## src/hhls_pkg.sv

```systemverilog
`timescale 1ns / 1ps

package hhls_pkg;

    // defaults for the top level parameters
    localparam int unsigned HEADER_LIMIT_DEF    = 1024;
    localparam int unsigned MAX_VALUE_CHARS_DEF = 8;

    localparam int unsigned LEN_W = 27;
    localparam int unsigned POS_W = 16;

    localparam logic [LEN_W-1:0] MAX_LENGTH_RESET = 27'd1048576;

    // result status codes
    localparam logic [2:0] ST_OK         = 3'd0;
    localparam logic [2:0] ST_BAD_SIG    = 3'd1;
    localparam logic [2:0] ST_NO_LENGTH  = 3'd2;
    localparam logic [2:0] ST_BAD_LENGTH = 3'd3;
    localparam logic [2:0] ST_TOO_LONG   = 3'd4;
    localparam logic [2:0] ST_NO_HDR_END = 3'd5;

    // characters
    localparam logic [7:0] CH_CR    = 8'h0D;
    localparam logic [7:0] CH_LF    = 8'h0A;
    localparam logic [7:0] CH_TAB   = 8'h09;
    localparam logic [7:0] CH_SPACE = 8'h20;
    localparam logic [7:0] CH_PLUS  = 8'h2B;
    localparam logic [7:0] CH_MINUS = 8'h2D;
    localparam logic [7:0] CH_ZERO  = 8'h30;
    localparam logic [7:0] CH_NINE  = 8'h39;
    localparam logic [7:0] CH_UPPER_C = 8'h43;
    localparam logic [7:0] CH_NUL   = 8'h00;

    typedef enum logic [2:0] {
        PH_SIG,
        PH_NAME,
        PH_LEAD,
        PH_NUM,
        PH_REST,
        PH_BODY,
        PH_DONE
    } t_phase;

    typedef struct packed {
        logic [7:0] data_byte;
        logic       end_of_message;
    } t_in_word;

    typedef struct packed {
        logic [2:0]       status;
        logic [LEN_W-1:0] content_length;
        logic [POS_W-1:0] body_offset;
    } t_out_word;

    // "HTTP"
    function automatic logic [7:0] sig_char(input logic [1:0] idx);
        logic [7:0] ch;
        case (idx)
            2'd0:    ch = 8'h48;
            2'd1:    ch = 8'h54;
            2'd2:    ch = 8'h54;
            2'd3:    ch = 8'h50;
            default: ch = 8'h48;
        endcase
        return ch;
    endfunction

    // "Content-Length: "
    function automatic logic [7:0] name_char(input logic [3:0] idx);
        logic [7:0] ch;
        case (idx)
            4'd0:    ch = 8'h43;
            4'd1:    ch = 8'h6F;
            4'd2:    ch = 8'h6E;
            4'd3:    ch = 8'h74;
            4'd4:    ch = 8'h65;
            4'd5:    ch = 8'h6E;
            4'd6:    ch = 8'h74;
            4'd7:    ch = 8'h2D;
            4'd8:    ch = 8'h4C;
            4'd9:    ch = 8'h65;
            4'd10:   ch = 8'h6E;
            4'd11:   ch = 8'h67;
            4'd12:   ch = 8'h74;
            4'd13:   ch = 8'h68;
            4'd14:   ch = 8'h3A;
            4'd15:   ch = 8'h20;
            default: ch = 8'h43;
        endcase
        return ch;
    endfunction

    function automatic logic is_space(input logic [7:0] ch);
        return (ch == CH_SPACE) || ((ch >= CH_TAB) && (ch <= CH_CR));
    endfunction

    function automatic logic is_digit(input logic [7:0] ch);
        return (ch >= CH_ZERO) && (ch <= CH_NINE);
    endfunction

endpackage

```

## src/http_header_length_scanner.sv

```systemverilog
`timescale 1ns / 1ps

// an accepted input word sits in the input register; its result goes to the result register
// throughput: one input word per cycle while the result register can load, set by the
//   single byte-wide match step between the input register and the result register
// output stall holds the result register; the input side stalls only while a word waits
//   in the input register and the result register cannot be loaded
// reset (synchronous, active low): scan state back to signature check, max_length to 1048576
module http_header_length_scanner #(
    parameter int unsigned HEADER_LIMIT    = hhls_pkg::HEADER_LIMIT_DEF,
    parameter int unsigned MAX_VALUE_CHARS = hhls_pkg::MAX_VALUE_CHARS_DEF
) (
    input  logic                         i_clk,
    input  logic                         i_rst_n,
    // byte stream in
    input  logic                         i_in_valid,
    output logic                         o_in_stall,
    input  hhls_pkg::t_in_word           i_in_word,
    // one result word per message
    output logic                         o_out_valid,
    input  logic                         i_out_stall,
    output hhls_pkg::t_out_word          o_out_word,
    // max_length register write
    input  logic                         i_cfg_valid,
    output logic                         o_cfg_ready,
    input  logic [hhls_pkg::LEN_W-1:0]   i_cfg_data
);
    import hhls_pkg::*;

    // name must start at or before HEADER_LIMIT+1
    localparam logic [POS_W:0] NAME_LIMIT = (POS_W + 1)'(HEADER_LIMIT);
    localparam logic [3:0]     MAX_CHARS  = 4'(MAX_VALUE_CHARS);

    // CR LF CR LF matcher progress
    localparam logic [1:0] TP_NONE   = 2'd0;
    localparam logic [1:0] TP_CR     = 2'd1;
    localparam logic [1:0] TP_CRLF   = 2'd2;
    localparam logic [1:0] TP_CRLFCR = 2'd3;

    localparam logic [POS_W-1:0] POS_MAX = '1;

    // input register
    logic                r_in_valid;
    t_in_word            r_in_word;

    // result register
    logic                r_out_valid;
    t_out_word           r_out_word;
    t_out_word           n_out_word;

    logic [LEN_W-1:0]    r_max_length;

    // per-message scan state
    logic [POS_W-1:0]    r_pos,   n_pos;
    logic [4:0]          r_prog,  n_prog;
    logic [1:0]          r_term,  n_term;
    t_phase              r_phase, n_phase;
    logic [3:0]          r_cnt,   n_cnt;
    logic [LEN_W-1:0]    r_acc,   n_acc;
    logic                r_neg,   n_neg;

    // step decision handed to the output block
    logic                s_emit;
    logic [2:0]          s_status;

    logic                advance;
    logic                fire;

    // the result register can load when empty or when its word leaves now
    assign advance     = !r_out_valid || !i_out_stall;
    assign fire        = r_in_valid && advance;
    assign o_in_stall  = r_in_valid && !advance;
    assign o_out_valid = r_out_valid;
    assign o_out_word  = r_out_word;
    assign o_cfg_ready = 1'b1;

    // ---------------------------------------------------------------
    // next state: one byte of the scan
    // ---------------------------------------------------------------
    always_comb begin
        logic [7:0]       c;
        logic             last;
        logic             prev_cr;
        logic             hdr_end;
        logic             cr;
        logic             lf;
        logic [4:0]       prog_m;
        logic [3:0]       cnt_a;
        logic [3:0]       cnt_b;
        t_phase           ph_a;
        logic [LEN_W-1:0] acc_x10;

        c       = r_in_word.data_byte;
        last    = r_in_word.end_of_message;
        cr      = (c == CH_CR);
        lf      = (c == CH_LF);
        prev_cr = r_term[0];
        hdr_end = 1'b0;
        prog_m  = '0;
        cnt_a   = r_cnt;
        cnt_b   = r_cnt;
        ph_a    = r_phase;
        acc_x10 = {r_acc[LEN_W-4:0], 3'b000} + {r_acc[LEN_W-2:0], 1'b0};

        n_pos    = r_pos;
        n_prog   = r_prog;
        n_term   = r_term;
        n_phase  = r_phase;
        n_cnt    = r_cnt;
        n_acc    = r_acc;
        n_neg    = r_neg;
        s_emit   = 1'b0;
        s_status = ST_OK;

        if (r_phase != PH_DONE) begin
            // header end tracker runs from the first byte
            case (r_term)
                TP_NONE:   n_term = cr ? TP_CR : TP_NONE;
                TP_CR:     n_term = lf ? TP_CRLF : (cr ? TP_CR : TP_NONE);
                TP_CRLF:   n_term = cr ? TP_CRLFCR : TP_NONE;
                TP_CRLFCR: begin
                    if (lf) begin
                        n_term  = TP_NONE;
                        hdr_end = 1'b1;
                    end else begin
                        n_term = cr ? TP_CR : TP_NONE;
                    end
                end
                default:   n_term = TP_NONE;
            endcase

            case (r_phase)
                PH_SIG: begin
                    if (c != sig_char(r_pos[1:0])) begin
                        s_emit   = 1'b1;
                        s_status = ST_BAD_SIG;
                    end else if (r_pos >= POS_W'(3)) begin
                        n_phase = PH_NAME;
                    end
                end
                PH_NAME: begin
                    if (hdr_end || (c == CH_NUL)) begin
                        s_emit   = 1'b1;
                        s_status = ST_NO_LENGTH;
                    end else begin
                        if (c == name_char(r_prog[3:0])) begin
                            prog_m = r_prog + 5'd1;
                        end else begin
                            prog_m = (c == CH_UPPER_C) ? 5'd1 : 5'd0;
                        end
                        n_prog = prog_m;
                        if (prog_m[4]) begin
                            n_prog  = '0;
                            n_cnt   = '0;
                            n_acc   = '0;
                            n_neg   = 1'b0;
                            n_phase = PH_LEAD;
                        end else if ({1'b0, r_pos} > ((POS_W + 1)'(prog_m) + NAME_LIMIT)) begin
                            s_emit   = 1'b1;
                            s_status = ST_NO_LENGTH;
                        end
                    end
                end
                PH_LEAD, PH_NUM, PH_REST: begin
                    if (prev_cr && lf) begin
                        if ((r_acc == '0) || r_neg) begin
                            s_emit   = 1'b1;
                            s_status = ST_BAD_LENGTH;
                        end else if (r_acc > r_max_length) begin
                            s_emit   = 1'b1;
                            s_status = ST_TOO_LONG;
                        end else begin
                            n_phase = PH_BODY;
                        end
                    end else begin
                        // a pending CR that is not followed by LF counts as a value char
                        if (prev_cr) begin
                            cnt_a = r_cnt + 4'd1;
                            if (r_phase == PH_NUM) begin
                                ph_a = PH_REST;
                            end
                        end
                        n_cnt   = cnt_a;
                        n_phase = ph_a;
                        if (prev_cr && (cnt_a > MAX_CHARS)) begin
                            s_emit   = 1'b1;
                            s_status = ST_BAD_LENGTH;
                        end else if (!cr) begin
                            cnt_b = cnt_a + 4'd1;
                            n_cnt = cnt_b;
                            if (cnt_b > MAX_CHARS) begin
                                s_emit   = 1'b1;
                                s_status = ST_BAD_LENGTH;
                            end else begin
                                case (ph_a)
                                    PH_LEAD: begin
                                        if (is_space(c)) begin
                                            n_phase = PH_LEAD;
                                        end else if ((c == CH_PLUS) || (c == CH_MINUS)) begin
                                            n_neg   = (c == CH_MINUS);
                                            n_phase = PH_NUM;
                                        end else if (is_digit(c)) begin
                                            n_acc   = LEN_W'(c[3:0]);
                                            n_phase = PH_NUM;
                                        end else begin
                                            n_phase = PH_REST;
                                        end
                                    end
                                    PH_NUM: begin
                                        if (is_digit(c)) begin
                                            n_acc = acc_x10 + LEN_W'(c[3:0]);
                                        end else begin
                                            n_phase = PH_REST;
                                        end
                                    end
                                    default: n_phase = ph_a;
                                endcase
                            end
                        end
                    end
                end
                PH_BODY: begin
                    if (hdr_end) begin
                        s_emit   = 1'b1;
                        s_status = ST_OK;
                    end
                end
                default: n_phase = r_phase;
            endcase

            if (s_emit) begin
                n_phase = PH_DONE;
            end else if (last) begin
                // message ended before a decision
                case (n_phase)
                    PH_SIG: begin
                        s_emit   = 1'b1;
                        s_status = ST_BAD_SIG;
                    end
                    PH_NAME: begin
                        s_emit   = 1'b1;
                        s_status = ST_NO_LENGTH;
                    end
                    PH_BODY: begin
                        s_emit   = 1'b1;
                        s_status = ST_NO_HDR_END;
                    end
                    PH_LEAD, PH_NUM, PH_REST: begin
                        s_emit   = 1'b1;
                        s_status = ST_BAD_LENGTH;
                    end
                    default: s_emit = 1'b0;
                endcase
            end
        end

        // last byte of a message starts the next one from scratch
        if (last) begin
            n_pos   = '0;
            n_prog  = '0;
            n_term  = TP_NONE;
            n_phase = PH_SIG;
            n_cnt   = '0;
            n_acc   = '0;
            n_neg   = 1'b0;
        end else if (r_pos != POS_MAX) begin
            n_pos = r_pos + POS_W'(1);
        end
    end

    // ---------------------------------------------------------------
    // outputs: build the result word
    // ---------------------------------------------------------------
    always_comb begin
        n_out_word.status         = s_status;
        n_out_word.content_length = '0;
        n_out_word.body_offset    = '0;
        if (s_status == ST_OK) begin
            n_out_word.content_length = r_acc;
            // offset of the first body byte, saturating
            n_out_word.body_offset    = (r_pos == POS_MAX) ? POS_MAX : r_pos + POS_W'(1);
        end
    end

    // ---------------------------------------------------------------
    // registers
    // ---------------------------------------------------------------
    always_ff @(posedge i_clk) begin
        if (!i_rst_n) begin
            r_in_valid <= 1'b0;
        end else if (!o_in_stall) begin
            r_in_valid <= i_in_valid;
        end
    end

    always_ff @(posedge i_clk) begin
        if (!o_in_stall) begin
            r_in_word <= i_in_word;
        end
    end

    always_ff @(posedge i_clk) begin
        if (!i_rst_n) begin
            r_out_valid <= 1'b0;
        end else if (advance) begin
            r_out_valid <= fire && s_emit;
        end
    end

    always_ff @(posedge i_clk) begin
        if (advance) begin
            r_out_word <= n_out_word;
        end
    end

    always_ff @(posedge i_clk) begin
        if (!i_rst_n) begin
            r_max_length <= MAX_LENGTH_RESET;
        end else if (i_cfg_valid && o_cfg_ready) begin
            r_max_length <= i_cfg_data;
        end
    end

    // scan state moves only when the input register word is consumed
    always_ff @(posedge i_clk) begin
        if (!i_rst_n) begin
            r_pos   <= '0;
            r_prog  <= '0;
            r_term  <= TP_NONE;
            r_phase <= PH_SIG;
            r_cnt   <= '0;
            r_acc   <= '0;
            r_neg   <= 1'b0;
        end else if (fire) begin
            r_pos   <= n_pos;
            r_prog  <= n_prog;
            r_term  <= n_term;
            r_phase <= n_phase;
            r_cnt   <= n_cnt;
            r_acc   <= n_acc;
            r_neg   <= n_neg;
        end
    end

    // ---------------------------------------------------------------
    // assertions
    // ---------------------------------------------------------------

    // a result mid-message parks the scan until the last byte
    a_emit_parks: assert property (@(posedge i_clk) disable iff (!i_rst_n)
        (fire && s_emit && !r_in_word.end_of_message) |=> (r_phase == PH_DONE))
        else $error("scan not parked after result");

    // value char count only passes the limit on the way to a result
    a_cnt_bound: assert property (@(posedge i_clk) disable iff (!i_rst_n)
        (r_phase != PH_DONE) |-> (r_cnt <= MAX_CHARS))
        else $error("value char count past limit");

    // name progress resets on a full match
    a_prog_bound: assert property (@(posedge i_clk) disable iff (!i_rst_n)
        !r_prog[4])
        else $error("name progress overflow");

    // a good result always carries a length and a body offset
    a_ok_fields: assert property (@(posedge i_clk) disable iff (!i_rst_n)
        (r_out_valid && (r_out_word.status == ST_OK)) |->
            ((r_out_word.content_length != '0) && (r_out_word.body_offset != '0)))
        else $error("ok result with empty fields");

    // nothing is dropped: stalling the input only with a word held
    a_stall_held: assert property (@(posedge i_clk) disable iff (!i_rst_n)
        o_in_stall |-> (r_in_valid && r_out_valid && i_out_stall))
        else $error("input stalled without a held word");

endmodule
```

## config.mk

```make
export PLATFORM = sky130hd
export DESIGN_NAME = http_header_length_scanner
export DESIGN_NICKNAME = d
export VERILOG_FILES = /design/src/hhls_pkg.sv /design/src/http_header_length_scanner.sv
export SDC_FILE = /design/constraint.sdc
export NUM_CORES = 1
export LEC_CHECK = 0
export ABC_AREA = 1
export BUFFER_PORTS_ARGS = -buffer_cell sky130_fd_sc_hd__buf_2
export CAP_MARGIN = 0
export CORE_ASPECT_RATIO = 1.4
export CORE_MARGIN = 2
export CORE_UTILIZATION = 50
export DETAILED_ROUTE_END_ITERATION = 10
export PLACE_DENSITY = 0.66
export SLEW_MARGIN = 20
export SYNTH_ARGS = -nofsm -noshare
export SYNTH_HDL_FRONTEND = slang
export SYNTH_SLANG_ARGS = --single-unit
```

## constraint.sdc

```tcl
create_clock -name i_clk -period 5.1 [get_ports i_clk]
set_input_delay 1.02 -clock i_clk [delete_from_list [all_inputs] [get_ports i_clk]]
set_output_delay 1.02 -clock i_clk [all_outputs]
set_load 0.005 [all_outputs]
```

==> metrics.csv <==
metric,value,unit
ys_types,56,
muxShareOfSynthArea,0,
synth_xor_area_frac,0.0200,
grtUsageTotal,0.253,
layout_setup_ws,1.02,ns
core,19100,µm²
crit_path_max_incr_delay,0.60,ns
netlist_area,9630,µm²
synthAdderAreaFrac,0.122,
cts_tree,yes,
synth_top_family_by_area,simple AND/OR/NAND/NOR gates,
synth_common_cells,"nand2_1 (262), inv_1 (169), a21oi_1 (122)",
htree_levels,4,
reg2reg_from,r_in_word[4]$_DFFE_PN_,
hold-path-endpoint,r_max_length[17]$_SDFFE_PN0P_,
clock_latency,0.43,ns
vias,8585,
leakage,5.03,nW
ys.flop_type,dfxtp_1,
worstPathCellList,"inv_2, nand2_1, nand4_1, nor3_2, nand2_1, inv_1, nand3_1, ha_1, nand2_1, inv_1, nand2_1, nand2_1, a21o_1, nand2_1, nand3_1, nand2_1, nand2_1, a21oi_2, and2_2, nand3_1, nand2_1, nand3_4, nor2_2",
totalPowerFinal,2.87,mW
finalWeightedCongestion,0.925,
area_delta_synth_final,12.4,%
relSlewSlack,0.245,
start_kind,flip-flop,
fmax,245,MHz
yosys_warnings,0,
fin_util,0.568,
cts_setup_buffers,0,
drt-total-wl,25.0,mm
pre_cts_slack,1.02,ns
layout-drive-gt1-share,0.160,
synth_area_leaders,"dfxtp_1 (19%), edfxtp_1 (17%), ha_1 (12%)",
required,5.36,ns
yosysTopAreaCell,dfxtp_1,
hold_path.class,flip-flop to flip-flop,
grt_pass1_wl,40.7,mm
synth_compound_area_frac,0.138,
n_fill_cell,1879,
crit_type,flip-flop to flip-flop,
portBuffers,88,
synth-seq-cells,148,
place_inst,1580,
whs,0.462,ns
cts_root_buf,clkbuf_16,
first_pass_iters,5,
ys_async_sr_fraction,0,
drt_iter0_drc,502,
path_buf_inv,3,
post-route-period-util,0.800,
grt_pass1_vias,8444,
rrSetupSlack,1.02,ns
cap_violations,0,
initial_core_util,0.505,
rsz0062_at_grt,false,
rows,60,
period_minus_slack,4.08,ns
cts_hold_buf,0,
finalClockSkew,0.00954,ns
crit_family,simple AND/OR/NAND/NOR gates,
r2r_cells,23,
post_drt_wl_per_cell,15.5,µm
cts-buffers-inserted,17,
synth_top_area_frac,0.193,
finalSetupTns,0,ns
synth_most_common_cell,nand2_1,
final_cells,1612,
grt.overflow.total,0,
hold_viol_final,0,
power_density,265,nW/µm²
drc_errors,0,
dieWidth,121,µm
cts_buffer_depth,2,
cp-end-kind,flip-flop,
setup-violations-final,0,
run_status,"complete, no violations",
nNetsFinal,1485,
synth_simple_gate_area_share,0.265,
slowest_stage,nand3_4,
tightest_slew,1.13,ns
synth_nets,1405,
clkTransAtPathRegs,0.06,ns
vias_per_cell,5.33,
die_h,168,µm
slew_viol_final,0,
grt_max_degree,53,
whs_path_depth,2,
ios,90,
place_area,10200,µm²
critPathArrivalTime,4.34,ns
synth_seq_area_share,0.365,
min_from,r_max_length[17]$_SDFFE_PN0P_,
grt_antenna_before_repair,0,
avgSynthCellArea,7.58,µm²
stdcell_area,10800,µm²
n_antenna_cell,0,
fp.dieArea,20400,µm²
ir_worst_vdd,0.185,mV
cp_max_fo,43,
clock_sinks,148,
rr_endpoint,o_out_word[9]$_SDFFCE_PP0N_,
dp_hpwl,18.8,mm
post_cts_resized,0,
synth_cells,1271,
crit_top_cell,nand2_1,
synth_edf_count,55,
ant_nets,0,
==> cells by family (layout without fill, tap and decap cells) <==
kind of cell / Yosys count / after routing
AND/OR/NAND/NOR: 553 / 553
XOR/XNOR: 22 / 22
AO/OA/AOI/OAI: 243 / 243
flip-flops: 148 / 148
adder cells (fa/ha/maj): 93 / 93
other: 1 / 1
buffers and inverters: 211 / 304
==> sequential cells by signal, summed over array words and instances, names as in the netlist, named ones only <==
name and cells:
r_prog 4, r_max_length 27, o_out_word 46, r_cnt 4, r_phase 3, r_in_word 9, o_out_valid 1, r_neg 1
r_pos 16, r_term 2, r_in_valid 1, r_acc 27
==> cell usage in the layout, fill, tap and decap left out, types with 3 or more instances in the layout <==
cell type,netlist,layout
nand2_1,262,261
edfxtp_1,55,55
inv_1,169,169
o21ai_0,81,81
a21oi_1,122,122
o21bai_1,3,3
inv_2,7,7
dfxtp_1,93,93
nor3_2,6,6
inv_6,0,3
nor2_2,47,47
nand3_1,56,56
nand3_2,3,3
a21o_1,6,6
a31oi_1,3,3
xnor2_1,5,5
clkbuf_16,0,17
o211ai_1,4,4
or2_2,15,15
clkinvlp_4,0,3
nand2_2,2,3
nor2_1,100,100
buf_2,6,88
nor3_1,16,16
a211oi_1,8,8
a22oi_1,3,3
o21ai_1,3,3
nand4_1,26,26
xor2_1,17,17
buf_4,5,7
nor4_1,5,5
ha_1,91,91
==> where the power goes <==
part | total, mW | switching (mW) | internal [mW]
sequential | 1.31 | 0.0320 | 1.27
combinational | 0.309 | 0.207 | 0.101
clock | 1.26 | 0.530 | 0.725
total | 2.87 | 0.769 | 2.10
==> worst max-delay path by stage <==
stage | start | endpoint | slack [ns] | depth (start not counted)
CTS | r_in_word[4]$_DFFE_PN_ | o_out_word[9]$_SDFFCE_PP0N_ | 1.01 | 23
global route | r_in_word[4]$_DFFE_PN_ | o_out_word[9]$_SDFFCE_PP0N_ | 0.57 | 23
detailed placement | r_in_word[4]$_DFFE_PN_ | o_out_word[9]$_SDFFCE_PP0N_ | 1.02 | 23
floorplan | i_out_stall | flip-flop | 0.92 | 13
global placement | r_in_word[4]$_DFFE_PN_ | o_out_word[13]$_SDFFCE_PP0N_ | 1.16 | 23
finish | r_in_word[4]$_DFFE_PN_ | o_out_word[9]$_SDFFCE_PP0N_ | 1.02 | 23
==> worst register-to-register path: stages, from the launching register on <==
cell      delay [ns]
edfxtp_1        0.56
inv_2           0.11
nand2_1         0.07
nand4_1         0.11
nor3_2          0.22
nand2_1         0.12
inv_1           0.17
nand3_1         0.10
ha_1            0.30
nand2_1         0.06
inv_1           0.04
nand2_1         0.05
nand2_1         0.04
a21o_1          0.14
nand2_1         0.05
nand3_1         0.06
nand2_1         0.08
nand2_1         0.07
a21oi_2         0.15
and2_2          0.21
nand3_1         0.09
nand2_1         0.16
nand3_4         0.60
nor2_2          0.34
==> routing by layer <==
layer | global-route usage | part of all wire
met1 | 0.268 | 0.39
met2 | 0.473 | 0.53
met3 | 0.0373 | 0.029
met4 | 0.136 | 0.049
met5 | 0 | 0
==> area by class of cell <==
type	count	area, µm²	share of cell area
Inverter	177	664	0.0614
Clock inverter	14	151	0.0140
Clock buffer	18	429	0.0397
Timing Repair Buffer	95	493	0.0455
Sequential cell	148	3510	0.325
Tap cell	248	310	0.0287
Multi-Input combinational cell	912	5260	0.486
No activity file was read; power rests on OpenSTA's default activity.
